<file path="config.mk">
export PLATFORM = sky130hd
export DESIGN_NAME = running_gcd_of_sequence_core_flat
export DESIGN_NICKNAME = d
export VERILOG_FILES = /design/src/sv/rgcd_pkg.sv /design/src/sv/rgcd_if.sv /design/src/sv/rgcd_unit.sv /design/src/sv/running_gcd_of_sequence_core.sv /design/src/flat_wrapper.sv
export SDC_FILE = /design/constraint.sdc
export NUM_CORES = 1
export LEC_CHECK = 0
export BUFFER_PORTS_ARGS = -buffer_cell sky130_fd_sc_hd__buf_2
export CAP_MARGIN = 20
export CORE_UTILIZATION = 55
export CTS_CLUSTER_SIZE = 24
export DETAILED_ROUTE_END_ITERATION = 10
export GPL_TIMING_DRIVEN = 1
export PLACE_DENSITY = 0.86
export SLEW_MARGIN = 20
export SYNTH_ARGS = -nofsm -noshare
export SYNTH_HDL_FRONTEND = slang
export SYNTH_SLANG_ARGS = --single-unit
</file>
<file path="constraint.sdc">
create_clock -name i_clk -period 5.7 [get_ports i_clk]
set_input_delay 0 -clock i_clk [delete_from_list [all_inputs] [get_ports i_clk]]
set_output_delay 0 -clock i_clk [all_outputs]
set_load 0.005 [all_outputs]
</file>
<file path="src/sv/rgcd_pkg.sv">
// ----------------------------------------------------------------------------
// rgcd_pkg
// Shared types for the running GCD core: sequencer states, datapath
// operations and the control and status bundles between them.
// ----------------------------------------------------------------------------
`default_nettype none

package rgcd_pkg;

    localparam int unsigned FIELD_W = 31;

    typedef enum logic [1:0] {
        ST_IDLE,
        ST_GCD,
        ST_SCALE,
        ST_DONE
    } t_state;

    typedef enum logic [1:0] {
        OP_HOLD,
        OP_LOAD,
        OP_STEP,
        OP_SCALE
    } t_op;

    typedef struct packed {
        t_op op;
    } t_unit_ctrl;

    typedef struct packed {
        logic done;
        logic k_zero;
    } t_unit_stat;

endpackage

`default_nettype wire

</file>
<file path="src/sv/rgcd_if.sv">
// ----------------------------------------------------------------------------
// rgcd_in_if / rgcd_out_if
// Valid/ready channels for integer beats in and divisor beats out.
// ----------------------------------------------------------------------------
`default_nettype none

interface rgcd_in_if;
    logic        valid;
    logic        ready;
    logic [30:0] value;
    logic        last;

    modport source (output valid, output value, output last, input ready);
    modport sink   (input valid, input value, input last, output ready);
endinterface

interface rgcd_out_if;
    logic        valid;
    logic        ready;
    logic [30:0] divisor;

    modport source (output valid, output divisor, input ready);
    modport sink   (input valid, input divisor, output ready);
endinterface

`default_nettype wire

</file>
<file path="src/sv/rgcd_unit.sv">
// ----------------------------------------------------------------------------
// rgcd_unit
// Binary GCD datapath: one compare, one subtractor and one-bit shifts,
// stepped by the sequencer. Common factors of two are counted in k and
// restored by doubling at the end.
// ----------------------------------------------------------------------------
`default_nettype none

module rgcd_unit import rgcd_pkg::*; #(
    parameter int W = 31
) (
    input  wire logic         i_clk,
    input  wire t_unit_ctrl   i_ctrl,
    input  wire logic [W-1:0] i_a,
    input  wire logic [W-1:0] i_b,
    output t_unit_stat        o_stat,
    output logic [W-1:0]      o_a
);

    localparam int KW = $clog2(W);

    logic [W-1:0]  r_a;
    logic [W-1:0]  r_b;
    logic [KW-1:0] r_k;
    logic [W-1:0]  n_a;
    logic [W-1:0]  n_b;
    logic [KW-1:0] n_k;

    logic          a_gt;
    logic [W-1:0]  sub_x;
    logic [W-1:0]  sub_y;
    logic [W-1:0]  diff;
    logic [W-1:0]  half;

    always_comb begin
        a_gt  = r_a > r_b;
        sub_x = a_gt ? r_a : r_b;
        sub_y = a_gt ? r_b : r_a;
        diff  = sub_x - sub_y;
        half  = {1'b0, diff[W-1:1]};
    end

    always_comb begin
        n_a = r_a;
        n_b = r_b;
        n_k = r_k;
        unique case (i_ctrl.op)
            OP_HOLD: begin
            end
            OP_LOAD: begin
                n_a = i_a;
                n_b = i_b;
                n_k = '0;
            end
            OP_STEP: begin
                priority if (r_a == '0) begin
                    n_a = r_b;
                end else if (!r_a[0] && !r_b[0]) begin
                    n_a = {1'b0, r_a[W-1:1]};
                    n_b = {1'b0, r_b[W-1:1]};
                    n_k = r_k + 1'b1;
                end else if (!r_a[0]) begin
                    n_a = {1'b0, r_a[W-1:1]};
                end else if (!r_b[0]) begin
                    n_b = {1'b0, r_b[W-1:1]};
                end else if (a_gt) begin
                    n_a = half;
                end else begin
                    n_b = half;
                end
            end
            OP_SCALE: begin
                n_a = {r_a[W-2:0], 1'b0};
                n_k = r_k - 1'b1;
            end
            default: begin
            end
        endcase
    end

    always_ff @(posedge i_clk) begin
        r_a <= n_a;
        r_b <= n_b;
        r_k <= n_k;
    end

    assign o_stat.done   = (r_a == r_b);
    assign o_stat.k_zero = (r_k == '0);
    assign o_a           = r_a;

endmodule

`default_nettype wire

</file>
<file path="src/sv/running_gcd_of_sequence_core.sv">
// ----------------------------------------------------------------------------
// running_gcd_of_sequence_core
// Running greatest common divisor over a run of integers.
// ----------------------------------------------------------------------------
// Usage:
//   i_in carries one integer per beat; last marks the end of a run. The
//   first beat of a run sets the running divisor, later nonzero beats fold
//   in by binary GCD, zero beats are skipped. The beat with last set yields
//   one beat on o_out holding the divisor of the whole run.
//   Sequence: a first beat or a zero beat returns to idle, or goes to the
//   done state if last is set. A nonzero later beat runs the shared
//   subtract/shift unit: reduction steps, then one doubling per common
//   factor of two, with i_in.ready low until it is folded in. A last beat
//   then passes the done state, which loads the output register.
//   The output register holds a finished divisor while the receiver
//   stalls; non-last beats are still taken meanwhile, and a last beat
//   waits in the done state until the register is free.
//   Reset clears the output valid and returns to the idle state, ready for
//   the first beat of a new run.
// ----------------------------------------------------------------------------
`default_nettype none

module running_gcd_of_sequence_core import rgcd_pkg::*; #(
    parameter int VALUE_WIDTH = 31
) (
    input  wire logic   i_clk,
    input  wire logic   i_rst_n,
    rgcd_in_if.sink     i_in,
    rgcd_out_if.source  o_out
);

    localparam int W = VALUE_WIDTH;

    t_state              r_state;
    t_state              n_state;
    logic [W-1:0]        r_divisor;
    logic                r_first;
    logic                r_last;
    logic                r_out_valid;
    logic [FIELD_W-1:0]  r_out_divisor;

    t_unit_ctrl          unit_ctrl;
    t_unit_stat          unit_stat;
    logic [W-1:0]        unit_a;

    logic [FIELD_W+W-1:0] in_ext;
    logic [W-1:0]         in_value;
    logic [W+FIELD_W-1:0] out_ext;
    logic                 in_fire;
    logic                 out_free;
    logic                 in_ready;

    assign in_ext   = {{W{1'b0}}, i_in.value};
    assign in_value = in_ext[W-1:0];
    assign out_ext  = {{FIELD_W{1'b0}}, r_divisor};
    assign in_fire  = i_in.valid && in_ready;
    assign out_free = !r_out_valid || o_out.ready;

    rgcd_unit #(.W(W)) u_unit (
        .i_clk  (i_clk),
        .i_ctrl (unit_ctrl),
        .i_a    (r_divisor),
        .i_b    (in_value),
        .o_stat (unit_stat),
        .o_a    (unit_a)
    );

    always_comb begin
        n_state = r_state;
        unique case (r_state)
            ST_IDLE: begin
                if (in_fire) begin
                    if (!r_first && in_value != '0) begin
                        n_state = ST_GCD;
                    end else if (i_in.last) begin
                        n_state = ST_DONE;
                    end
                end
            end
            ST_GCD: begin
                if (unit_stat.done) begin
                    n_state = ST_SCALE;
                end
            end
            ST_SCALE: begin
                if (unit_stat.k_zero) begin
                    n_state = r_last ? ST_DONE : ST_IDLE;
                end
            end
            ST_DONE: begin
                if (out_free) begin
                    n_state = ST_IDLE;
                end
            end
            default: n_state = ST_IDLE;
        endcase
    end

    always_comb begin
        in_ready     = 1'b0;
        unit_ctrl.op = OP_HOLD;
        unique case (r_state)
            ST_IDLE: begin
                in_ready     = 1'b1;
                unit_ctrl.op = OP_LOAD;
            end
            ST_GCD: begin
                if (!unit_stat.done) begin
                    unit_ctrl.op = OP_STEP;
                end
            end
            ST_SCALE: begin
                if (!unit_stat.k_zero) begin
                    unit_ctrl.op = OP_SCALE;
                end
            end
            ST_DONE: begin
            end
            default: begin
            end
        endcase
    end

    always_ff @(posedge i_clk) begin
        if (!i_rst_n) begin
            r_state     <= ST_IDLE;
            r_first     <= 1'b1;
            r_out_valid <= 1'b0;
        end else begin
            r_state <= n_state;
            if (r_state == ST_IDLE && in_fire) begin
                r_first <= 1'b0;
            end
            if (r_state == ST_DONE && out_free) begin
                r_first       <= 1'b1;
                r_out_valid   <= 1'b1;
            end else if (o_out.ready) begin
                r_out_valid <= 1'b0;
            end
        end
    end

    always_ff @(posedge i_clk) begin
        if (r_state == ST_IDLE && in_fire) begin
            r_last <= i_in.last;
            if (r_first) begin
                r_divisor <= in_value;
            end
        end
        if (r_state == ST_SCALE && unit_stat.k_zero) begin
            r_divisor <= unit_a;
        end
        if (r_state == ST_DONE && out_free) begin
            r_out_divisor <= out_ext[FIELD_W-1:0];
        end
    end

    assign i_in.ready    = in_ready;
    assign o_out.valid   = r_out_valid;
    assign o_out.divisor = r_out_divisor;

endmodule

`default_nettype wire

</file>
<file path="src/flat_wrapper.sv">
// flat-port wrapper written by rule: the top's interface ports become plain ports
module running_gcd_of_sequence_core_flat import rgcd_pkg::*;
#(
    parameter int VALUE_WIDTH = 31
)
  (i_clk, i_rst_n, i_in_valid, i_in_value, i_in_last, i_in_ready, o_out_valid, o_out_divisor, o_out_ready);
  rgcd_in_if i_in_i ();
  rgcd_out_if o_out_i ();
  input  wire logic i_clk;
  input  wire logic i_rst_n;
  input wire logic [$bits(i_in_i.valid)-1:0] i_in_valid;
  input wire logic [$bits(i_in_i.value)-1:0] i_in_value;
  input wire logic [$bits(i_in_i.last)-1:0] i_in_last;
  output wire logic [$bits(i_in_i.ready)-1:0] i_in_ready;
  output wire logic [$bits(o_out_i.valid)-1:0] o_out_valid;
  output wire logic [$bits(o_out_i.divisor)-1:0] o_out_divisor;
  input wire logic [$bits(o_out_i.ready)-1:0] o_out_ready;
  assign i_in_i.valid = i_in_valid;
  assign i_in_i.value = i_in_value;
  assign i_in_i.last = i_in_last;
  assign i_in_ready = i_in_i.ready;
  assign o_out_valid = o_out_i.valid;
  assign o_out_divisor = o_out_i.divisor;
  assign o_out_i.ready = o_out_ready;
  running_gcd_of_sequence_core #(.VALUE_WIDTH(VALUE_WIDTH)) u_core (.i_clk(i_clk), .i_rst_n(i_rst_n), .i_in(i_in_i), .o_out(o_out_i));
endmodule
</file>
==> metrics, run 1 <==
Final TNS setup=0 ns; reg-to-reg endpoint=u_core.u_unit.r_b[26]$_DFFE_PP_; DRT iter0 DRCs=1,110; fin crit period=5.32 ns; postcts setup bufs=0; Worst EP required=5.88 ns; post-synth top area share=40.5%; clock root buffer=clkbuf_16; Clock Latency Late Sink=0.44 ns; largest fanout on the critical path=26; Synth area leaders=edfxtp_1 (40%), ha_1 (4.9%), nor2_1 (4.8%); # diodes=0; die width=134 um; commonest non-fill, non-tap cell in the layout=edfxtp_1; Seq/Total Area, Yosys=41.3%; cell count after synthesis=1,005; number of core rows=48; vias in the first global route=8,436; core footprint=0.0172 sq mm; slew of the pin with the lowest slew margin=1.07 ns; R2R Setup Slk=0.38 ns; die area=0.0181 sq mm; Clock transition at path regs=0.06 ns; Finish-stage setup viols=0; Chip Height=134 um; # IOs=69; Port-buffer cells=68; Post-synth top flop=edfxtp_1; final worst path period share=93.4%; max cap viols=0; CP arrival=5.50 ns; Vias=8,830; GRT Total Usage=33.1%; DRT Pass-1 Iters=8; Hold Crit Class=input pin to flip-flop; reg2reg path depth=14; DR WL/cell=22.0 um; layout cells sized above 1=18.7%; clock skew=0.00659 ns; Max Clock Freq=188 MHz; Worst Setup Start Kind=flip-flop; Num CTS Buffers=17; CP Launch Point=u_core.u_unit.o_a[2]$_DFFE_PP_; Synthesized Nets=1,080; hold depth=2; Worst Hold End=u_core.r_last$_DFFE_PP_; RSZ-0062 raised after global routing=no; count of pins over their slew limit=0; status=complete, no violations; NumNets Final=1,160; placed inst area=0.0101 sq mm; design area=0.0111 sq mm; Synth cell types=70; Mean Syn Cell Area=9.60 sq um; asr flop ratio synth=0%; Slew HR=28.6%; Routed Antenna Nets=0; crit path kind=flip-flop to flip-flop; commonest cells after routing, fill and taps aside=edfxtp_1 (130), nor2_1 (121), a21oi_1 (89); RR Startpoint=u_core.u_unit.o_a[2]$_DFFE_PP_; Final Hold Vio Count=0; Initial Utilization=56.0%; CTS tree=built; initial antenna violation count=0; Area Growth Syn to Fin=14.5%; Post-synth EDFFs=130; drt total wl=29,100 um; GP Congestion=0.977; first-pass GRT wire length=45,700 um; Post-Syn Area=0.00965 sq mm; # clock sinks=134; H-tree lvl count=4; Synth area leader=edfxtp_1; grt ovf=0; DP Wirelength=20,400 um; YS warnings=0; largest net degree at the start of global routing=45; Yosys reg bits=134; Crit. End Element=flip-flop; Clock Tree Buf Depth=2; # DRC=0; HP Start=i_in_last; DR vias/cell=6.67
[worst max-delay path by stage]
stage                                 endpoint  cells after the start
4_1_cts        u_core.u_unit.o_a[25]$_DFFE_PP_                     17
6_report       u_core.u_unit.r_b[26]$_DFFE_PP_                     14
3_5_place_dp   u_core.u_unit.o_a[25]$_DFFE_PP_                     17
2_1_floorplan  u_core.u_unit.o_a[10]$_DFFE_PP_                     13
3_3_place_gp   u_core.u_unit.o_a[25]$_DFFE_PP_                     17
5_1_grt        u_core.u_unit.o_a[25]$_DFFE_PP_                     17
[critical path, stage by stage (launching register included)]
cell and delay [ns]:
edfxtp_1 0.52, ha_2 0.48, nand4_1 0.23, or4_1 0.61
o211ai_2 0.22, a21oi_2 0.17, a21oi_4 0.70, mux2_2 0.30
o211ai_1 0.20, o21ai_2 0.35, a2111oi_0 0.18, buf_4 0.17
or4_1 0.52, a32oi_1 0.27, a21oi_1 0.11
[stage by stage]
| step | hold WS, ns | worst slack [ns] | util [%] | cells |
|---|---|---|---|---|
| after CTS | 0.307 | 0.400 | 64.0 | 1323 |
| after global placement | 0.215 | 0.509 | 58.4 | 1256 |
| after global routing | 0.348 | 0.0372 | 64.1 | 1323 |
| final | 0.331 | 0.377 | 64.1 | 1323 |
| after floorplan | 0.0882 | 0.681 | - | 1005 |
| after detailed placement | 0.220 | 0.395 | 58.4 | 1256 |
[cell type report]
| class | count | area (sq um) |
|---|---|---|
| Fill cell | 1383 | 6180 |
| Multi-Input combinational cell | 754 | 5090 |
| Sequential cell | 134 | 3980 |
| Timing Repair Buffer | 132 | 908 |
| Clock buffer | 17 | 425 |
| Tap cell | 225 | 282 |
| Clock inverter | 15 | 186 |
| Inverter | 46 | 173 |
[state kept, by name (all words and copies together), names as in the netlist]
name / cells
u_core.r_last: 1
u_core.u_unit.o_a: 31
u_core.r_state: 2
u_core.u_unit.r_k: 5
u_core.u_unit.r_b: 31
u_core.r_first: 1
u_core.o_out.divisor: 31
u_core.o_out.valid: 1
u_core.r_divisor: 31
[routing by layer]
| layer | share of wire, % | up-vias | track usage, % |
|---|---|---|---|
| li1 | - | 4022 | - |
| met1 | 42 | 4210 | 44.5 |
| met2 | 46 | 529 | 52.2 |
| met3 | 9.3 | 69 | 6.91 |
| met4 | 2.5 | 0 | 13.4 |
| met5 | 0 | - | 0 |
[timing repair]
item | CTS | global route
endpoints found under the hold margin | 68 | 0
endpoints found under the setup margin | 0 | 3
hold buffers | 35 | 0
resized for setup | 0 | 9
[synthesized netlist by cell type, types with 4 or more instances]
| cell | number |
|---|---|
| buf_6 | 12 |
| xnor2_1 | 17 |
| o21bai_1 | 4 |
| nand2_1 | 74 |
| a22o_1 | 8 |
| edfxtp_1 | 130 |
| nor3b_1 | 4 |
| dfxtp_1 | 4 |
| nand4_1 | 18 |
| nor4_1 | 17 |
| inv_1 | 46 |
| clkbuf_8 | 4 |
| and3_1 | 4 |
| a21oi_1 | 89 |
| mux2_2 | 36 |
| a221o_1 | 19 |
| nor3_1 | 18 |
| ha_1 | 38 |
| nand3_1 | 13 |
| a21o_1 | 6 |
| mux2i_1 | 12 |
| a221oi_1 | 36 |
| and2_1 | 11 |
| a211o_2 | 7 |
| nor2b_1 | 21 |
| o21ai_0 | 39 |
| o22ai_1 | 13 |
| clkbuf_1 | 37 |
| xor2_1 | 11 |
| a32oi_1 | 6 |
| o311ai_0 | 4 |
| a211oi_1 | 11 |
| a2111oi_0 | 4 |
| or2_2 | 6 |
| a31oi_1 | 14 |
| buf_2 | 10 |
| nor2_1 | 124 |
| buf_4 | 7 |
| o31ai_1 | 4 |
| nand2b_1 | 7 |
| a222oi_1 | 10 |
[cells by family (layout without fill, tap and decap cells)]
family	after synthesis	in the layout	share of synthesized area [%]
buffers and inverters	117	210	6.47
muxes	48	48	5.45
AOI/OAI and AO/OA	308	308	22.8
and+or+nand+nor	331	331	16.3
xor gates and xnor gates	28	28	2.54
DFF	134	134	41.3
adders and majority gates	39	39	5.13
Power of run 1 is not shown: default switching activity piles up to over one toggle a cycle in this logic, so the estimate is an artifact.
==> run 2, diff against run 1 <==
Settings changed: HOLD_SLACK_MARGIN set to 0.02, PLACE_DENSITY 0.86 to not set, PLACE_DENSITY_LB_ADDON set to 0.08.
==> run 2 against run 1 <==
First-iteration DRC count is 2.9% lower. Highest routed layer unchanged. Critical path depth is 3 higher. Routed wire length is 0.56% lower. Final area is 0.12% lower. Critical path type unchanged. Global-route usage is 0.42 points lower. Flip-flop and latch count stayed put.
==> metrics, run 2 (synthesis gave the netlist of run 1 again) <==
DP Cell Count=1,250; CTS tree=built; # fillers=1,433; DR vias/cell=6.51; Worst Setup Start Kind=flip-flop; number of core rows=48; layout cells sized above 1=18.0%; die area=0.0181 sq mm; Max Clock Freq=191 MHz; slew of the pin with the lowest slew margin=1.08 ns; Final TNS setup=0 ns; Routed Antenna Nets=0; Finish-stage setup viols=0; largest fanout on the critical path=12; # DRC=0; NumNets Final=1,155; core footprint=0.0172 sq mm; grt ovf=0; DR WL/cell=22.0 um; Non-Filler Instances=1,316; CP arrival=5.38 ns; commonest cells after routing, fill and taps aside=edfxtp_1 (130), nor2_1 (120), a21oi_1 (89); Vias=8,565; Area Growth Syn to Fin=14.4%; status=complete, no violations; Chip Height=134 um; Initial Utilization=56.0%; fin crit period=5.23 ns; Port-buffer cells=68; vias in the first global route=8,273; Num CTS Buffers=17; Clock transition at path regs=0.06 ns; commonest non-fill, non-tap cell in the layout=edfxtp_1; area of the multi-input gates=0.00508 sq mm; GP Congestion=1.02; drt total wl=29,000 um; first-pass GRT wire length=45,100 um; Reg area=0.00398 sq mm; # IOs=69; fin util=64.0%; H-tree lvl count=4; DRT Pass-1 Iters=8; worst slack at placement=0.539 ns; Hold Crit Class=input pin to flip-flop; DP Wirelength=20,100 um; initial antenna violation count=0; final worst setup slack=0.473 ns; RSZ-0062 raised after global routing=no; Slew HR=28.0%; Clock Latency Late Sink=0.43 ns; Final Hold Vio Count=0; # clock sinks=134; Clock Tree Buf Depth=2; max cap viols=0; die width=134 um; final worst path period share=91.7%; Crit. End Element=flip-flop; crit path kind=flip-flop to flip-flop; GRT Total Usage=32.7%; largest net degree at the start of global routing=44; count of pins over their slew limit=0; postcts setup bufs=0; DRT iter0 DRCs=1,078; # diodes=0; clock root buffer=clkbuf_16; Worst EP required=5.86 ns; clock skew=0.00794 ns
==> run 2: changes by cell type in the layout (fill, tap and decap cells not counted), sizes merged <==
cell    change
buf         -5
clkinv      -4
bufinv      +1
clkbuf      +1
==> run 2: layer usage <==
layer	GRT usage, %	wire length, um	up-vias
met1	45.2	12700	4122
met5	0	0	-
met2	50.7	13100	388
li1	-	-	3999
met4	11.9	707	0
met3	6.68	2480	56
==> run 2: worst paths after layout <==
| kind | slack, ns | cells after the start | to | startpoint |
|---|---|---|---|---|
| max reg2reg | 0.47 | 17 | u_core.u_unit.r_b[29]$_DFFE_PP_ | u_core.u_unit.o_a[8]$_DFFE_PP_ |
| min | 0.32 | 2 | u_core.r_last$_DFFE_PP_ | i_in_last |
| max | 0.47 | 17 | u_core.u_unit.r_b[29]$_DFFE_PP_ | u_core.u_unit.o_a[8]$_DFFE_PP_ |
| min reg2reg | 0.45 | 0 | u_core.o_out.divisor[10]$_DFFE_PP_ | u_core.r_divisor[10]$_DFFE_PP_ |
==> run 2: final cells by class <==
| type | count | area share, % |
|---|---|---|
| multi-input cells | 754 | 46.0 |
| flip-flops and latches | 134 | 36.1 |
| repair buffers | 127 | 8.07 |
| clock buffers | 18 | 3.89 |
| well taps | 225 | 2.55 |
| clock inverters | 12 | 1.86 |
| inverters | 46 | 1.56 |
==> run 2: worst max-delay path, cell delays in order (launching register included) <==
cell and delay, ns:
edfxtp_1 0.51, ha_1 0.51, nand4_1 0.24, or4_4 0.59, o211ai_2 0.23, a21oi_2 0.15
a21o_2 0.30, o21ai_0 0.23, inv_1 0.09, ha_1 0.19, a211oi_1 0.29, a211oi_2 0.15
o311ai_0 0.34, o21ai_0 0.22, o31ai_2 0.34, o221ai_1 0.23, xnor2_1 0.22, o21ai_0 0.13
==> run 2: timing repair <==
| item | 4_1_cts | 5_1_grt |
|---|---|---|
| setup endpoints to repair | 0 | 1 |
| hold endpoints to repair | 68 | 0 |
| hold buffers | 35 | 0 |
| gates resized for setup | 0 | 1 |
==> run 2: per-stage QoR <==
| stage | cell area, sq um | hold WS (ns) |
|---|---|---|
| floorplan | 9650 | 0.0882 |
| global placement | 10000 | 0.214 |
| detailed placement | 10000 | 0.213 |
| CTS | 11000 | 0.308 |
| global route | 11000 | 0.329 |
| finish | 11000 | 0.318 |
Power of run 2 is left out for the same reason.
==> run 3, diff against run 2 <==
Settings changed: CAP_MARGIN 20 to 15, RECOVER_POWER set to 100.
==> run 3 against run 2 <==
The run now ends with max-capacitance violations, max-slew violations left. Non-clock buffer count stayed put. Utilization down 0.53 points. First-iteration DRC count increased by 13%. Routed wire length rose by 0.54%. Worst setup slack worse by 0.16 ns. Global-route usage did not move. Register-to-register slack worse by 0.16 ns. Die area unchanged. Maximum frequency down 3.0%. Clock skew about the same.
==> metrics, run 3 (synthesis gave the netlist of run 1 again) <==
core footprint=0.0172 sq mm; Routed Antenna Nets=0; DRT iter0 DRCs=1,217; DR WL/cell=22.1 um; H-tree lvl count=4; Crit. End Element=flip-flop; failing checks=max-capacitance violations, max-slew violations; drt total wl=29,100 um; # DRC=0; die area=0.0181 sq mm; Worst Setup Start Kind=flip-flop; RSZ-0062 raised after global routing=no; count of pins over their slew limit=143; initial antenna violation count=0; Clock Tree Buf Depth=2; postcts setup bufs=0; fin crit period=5.39 ns; DP Wirelength=20,100 um; gr busiest metal=met2; NumNets Final=1,155; largest net degree at the start of global routing=44; met1 Use GR=45.2%; vias in the first global route=8,273; Max Clock Freq=186 MHz; number of core rows=48; GRT Total Usage=32.7%; CP arrival=5.67 ns; clock root buffer=clkbuf_16; Final Hold Vio Count=0; Hold Crit Class=input pin to flip-flop; clock skew=0.00787 ns; die width=134 um; global routing usage on met3=6.68%; layout cells sized above 1=15.5%; final worst path period share=94.5%; max cap viols=6; DRT Pass-1 Iters=5; crit path kind=flip-flop to flip-flop; Num CTS Buffers=17; # diodes=0; Vias=8,620; Port-buffer cells=68; Chip Height=134 um; Final TNS setup=0 ns; commonest cells after routing, fill and taps aside=edfxtp_1 (130), nor2_1 (121), a21oi_1 (89); first-pass GRT wire length=45,100 um; Area Growth Syn to Fin=13.5%; largest fanout on the critical path=21; Clock transition at path regs=0.06 ns; DR vias/cell=6.55; Finish-stage setup viols=0; Initial Utilization=56.0%; commonest non-fill, non-tap cell in the layout=edfxtp_1; Clock Latency Late Sink=0.43 ns; grt ovf=0; status=finished with violations; Slew HR=-43.0%; # clock sinks=134; GP Congestion=1.02; # IOs=69; slew of the pin with the lowest slew margin=2.15 ns; Worst EP required=5.98 ns; met2 Use GR=50.7%; CTS tree=built
run 3: cell types whose count changed in the layout (fill, tap and decap cells not counted), sizes merged:
cell    previous run  this run
buf               92        74
clkbuf            18        36
run 3: final cells by class:
cell class                 count  area [sq um]
fill                        1461          6290
inverter                      46           173
multi-input combinational    754          5050
tap                          225           282
timing repair buffer         127           828
clock inverter                12           205
sequential                   134          3980
clock buffer                  18           429
run 3: worst max-delay path: stages (launching register included):
cell and delay, ns:
edfxtp_1 0.50, ha_1 0.51, nand4_1 0.25, nor4_1 0.46, nand2_1 0.42, and2_0 0.86
nor2_2 0.28, clkbuf_1 0.90, clkbuf_1 0.62, a221o_1 0.22, a221oi_1 0.06, nor2_1 0.15
run 3: timing repair:
action,CTS,global route
hold buffers,35,0
endpoints found under the hold margin,68,0
endpoints found under the setup margin,0,1
resized for setup,0,1
run 3: metrics by stage:
step | hold slack (ns) | std cells | worst slack, ns | instance area, sq um | utilization (%)
after detailed placement | 0.213 | 1250 | 0.539 | 10000 | 58.1
after global placement | 0.214 | 1250 | 0.712 | 10000 | 58.1
final | 0.363 | 1316 | 0.314 | 10900 | 63.5
after floorplan | 0.0882 | 1005 | 0.681 | 9650 | -
after CTS | 0.308 | 1315 | 0.526 | 11000 | 63.9
after global routing | 0.378 | 1316 | 0.0173 | 10900 | 63.5
run 3: path summary, 6_finish.rpt:
kind	startpoint	endpoint	slack, ns	cells after the start
max	u_core.u_unit.o_a[9]$_DFFE_PP_	u_core.u_unit.o_a[10]$_DFFE_PP_	0.31	11
min	i_in_last	u_core.r_last$_DFFE_PP_	0.36	2
max reg2reg	u_core.u_unit.o_a[9]$_DFFE_PP_	u_core.u_unit.o_a[10]$_DFFE_PP_	0.31	11
min reg2reg	u_core.r_divisor[6]$_DFFE_PP_	u_core.o_out.divisor[6]$_DFFE_PP_	0.45	0
run 3: metal layers:
layer	up-vias	part of all wire, %
li1	3998	-
met1	4178	44
met2	401	45
met3	43	8.7
met4	0	2.1
met5	-	0
Power of run 3 is left out for the same reason.
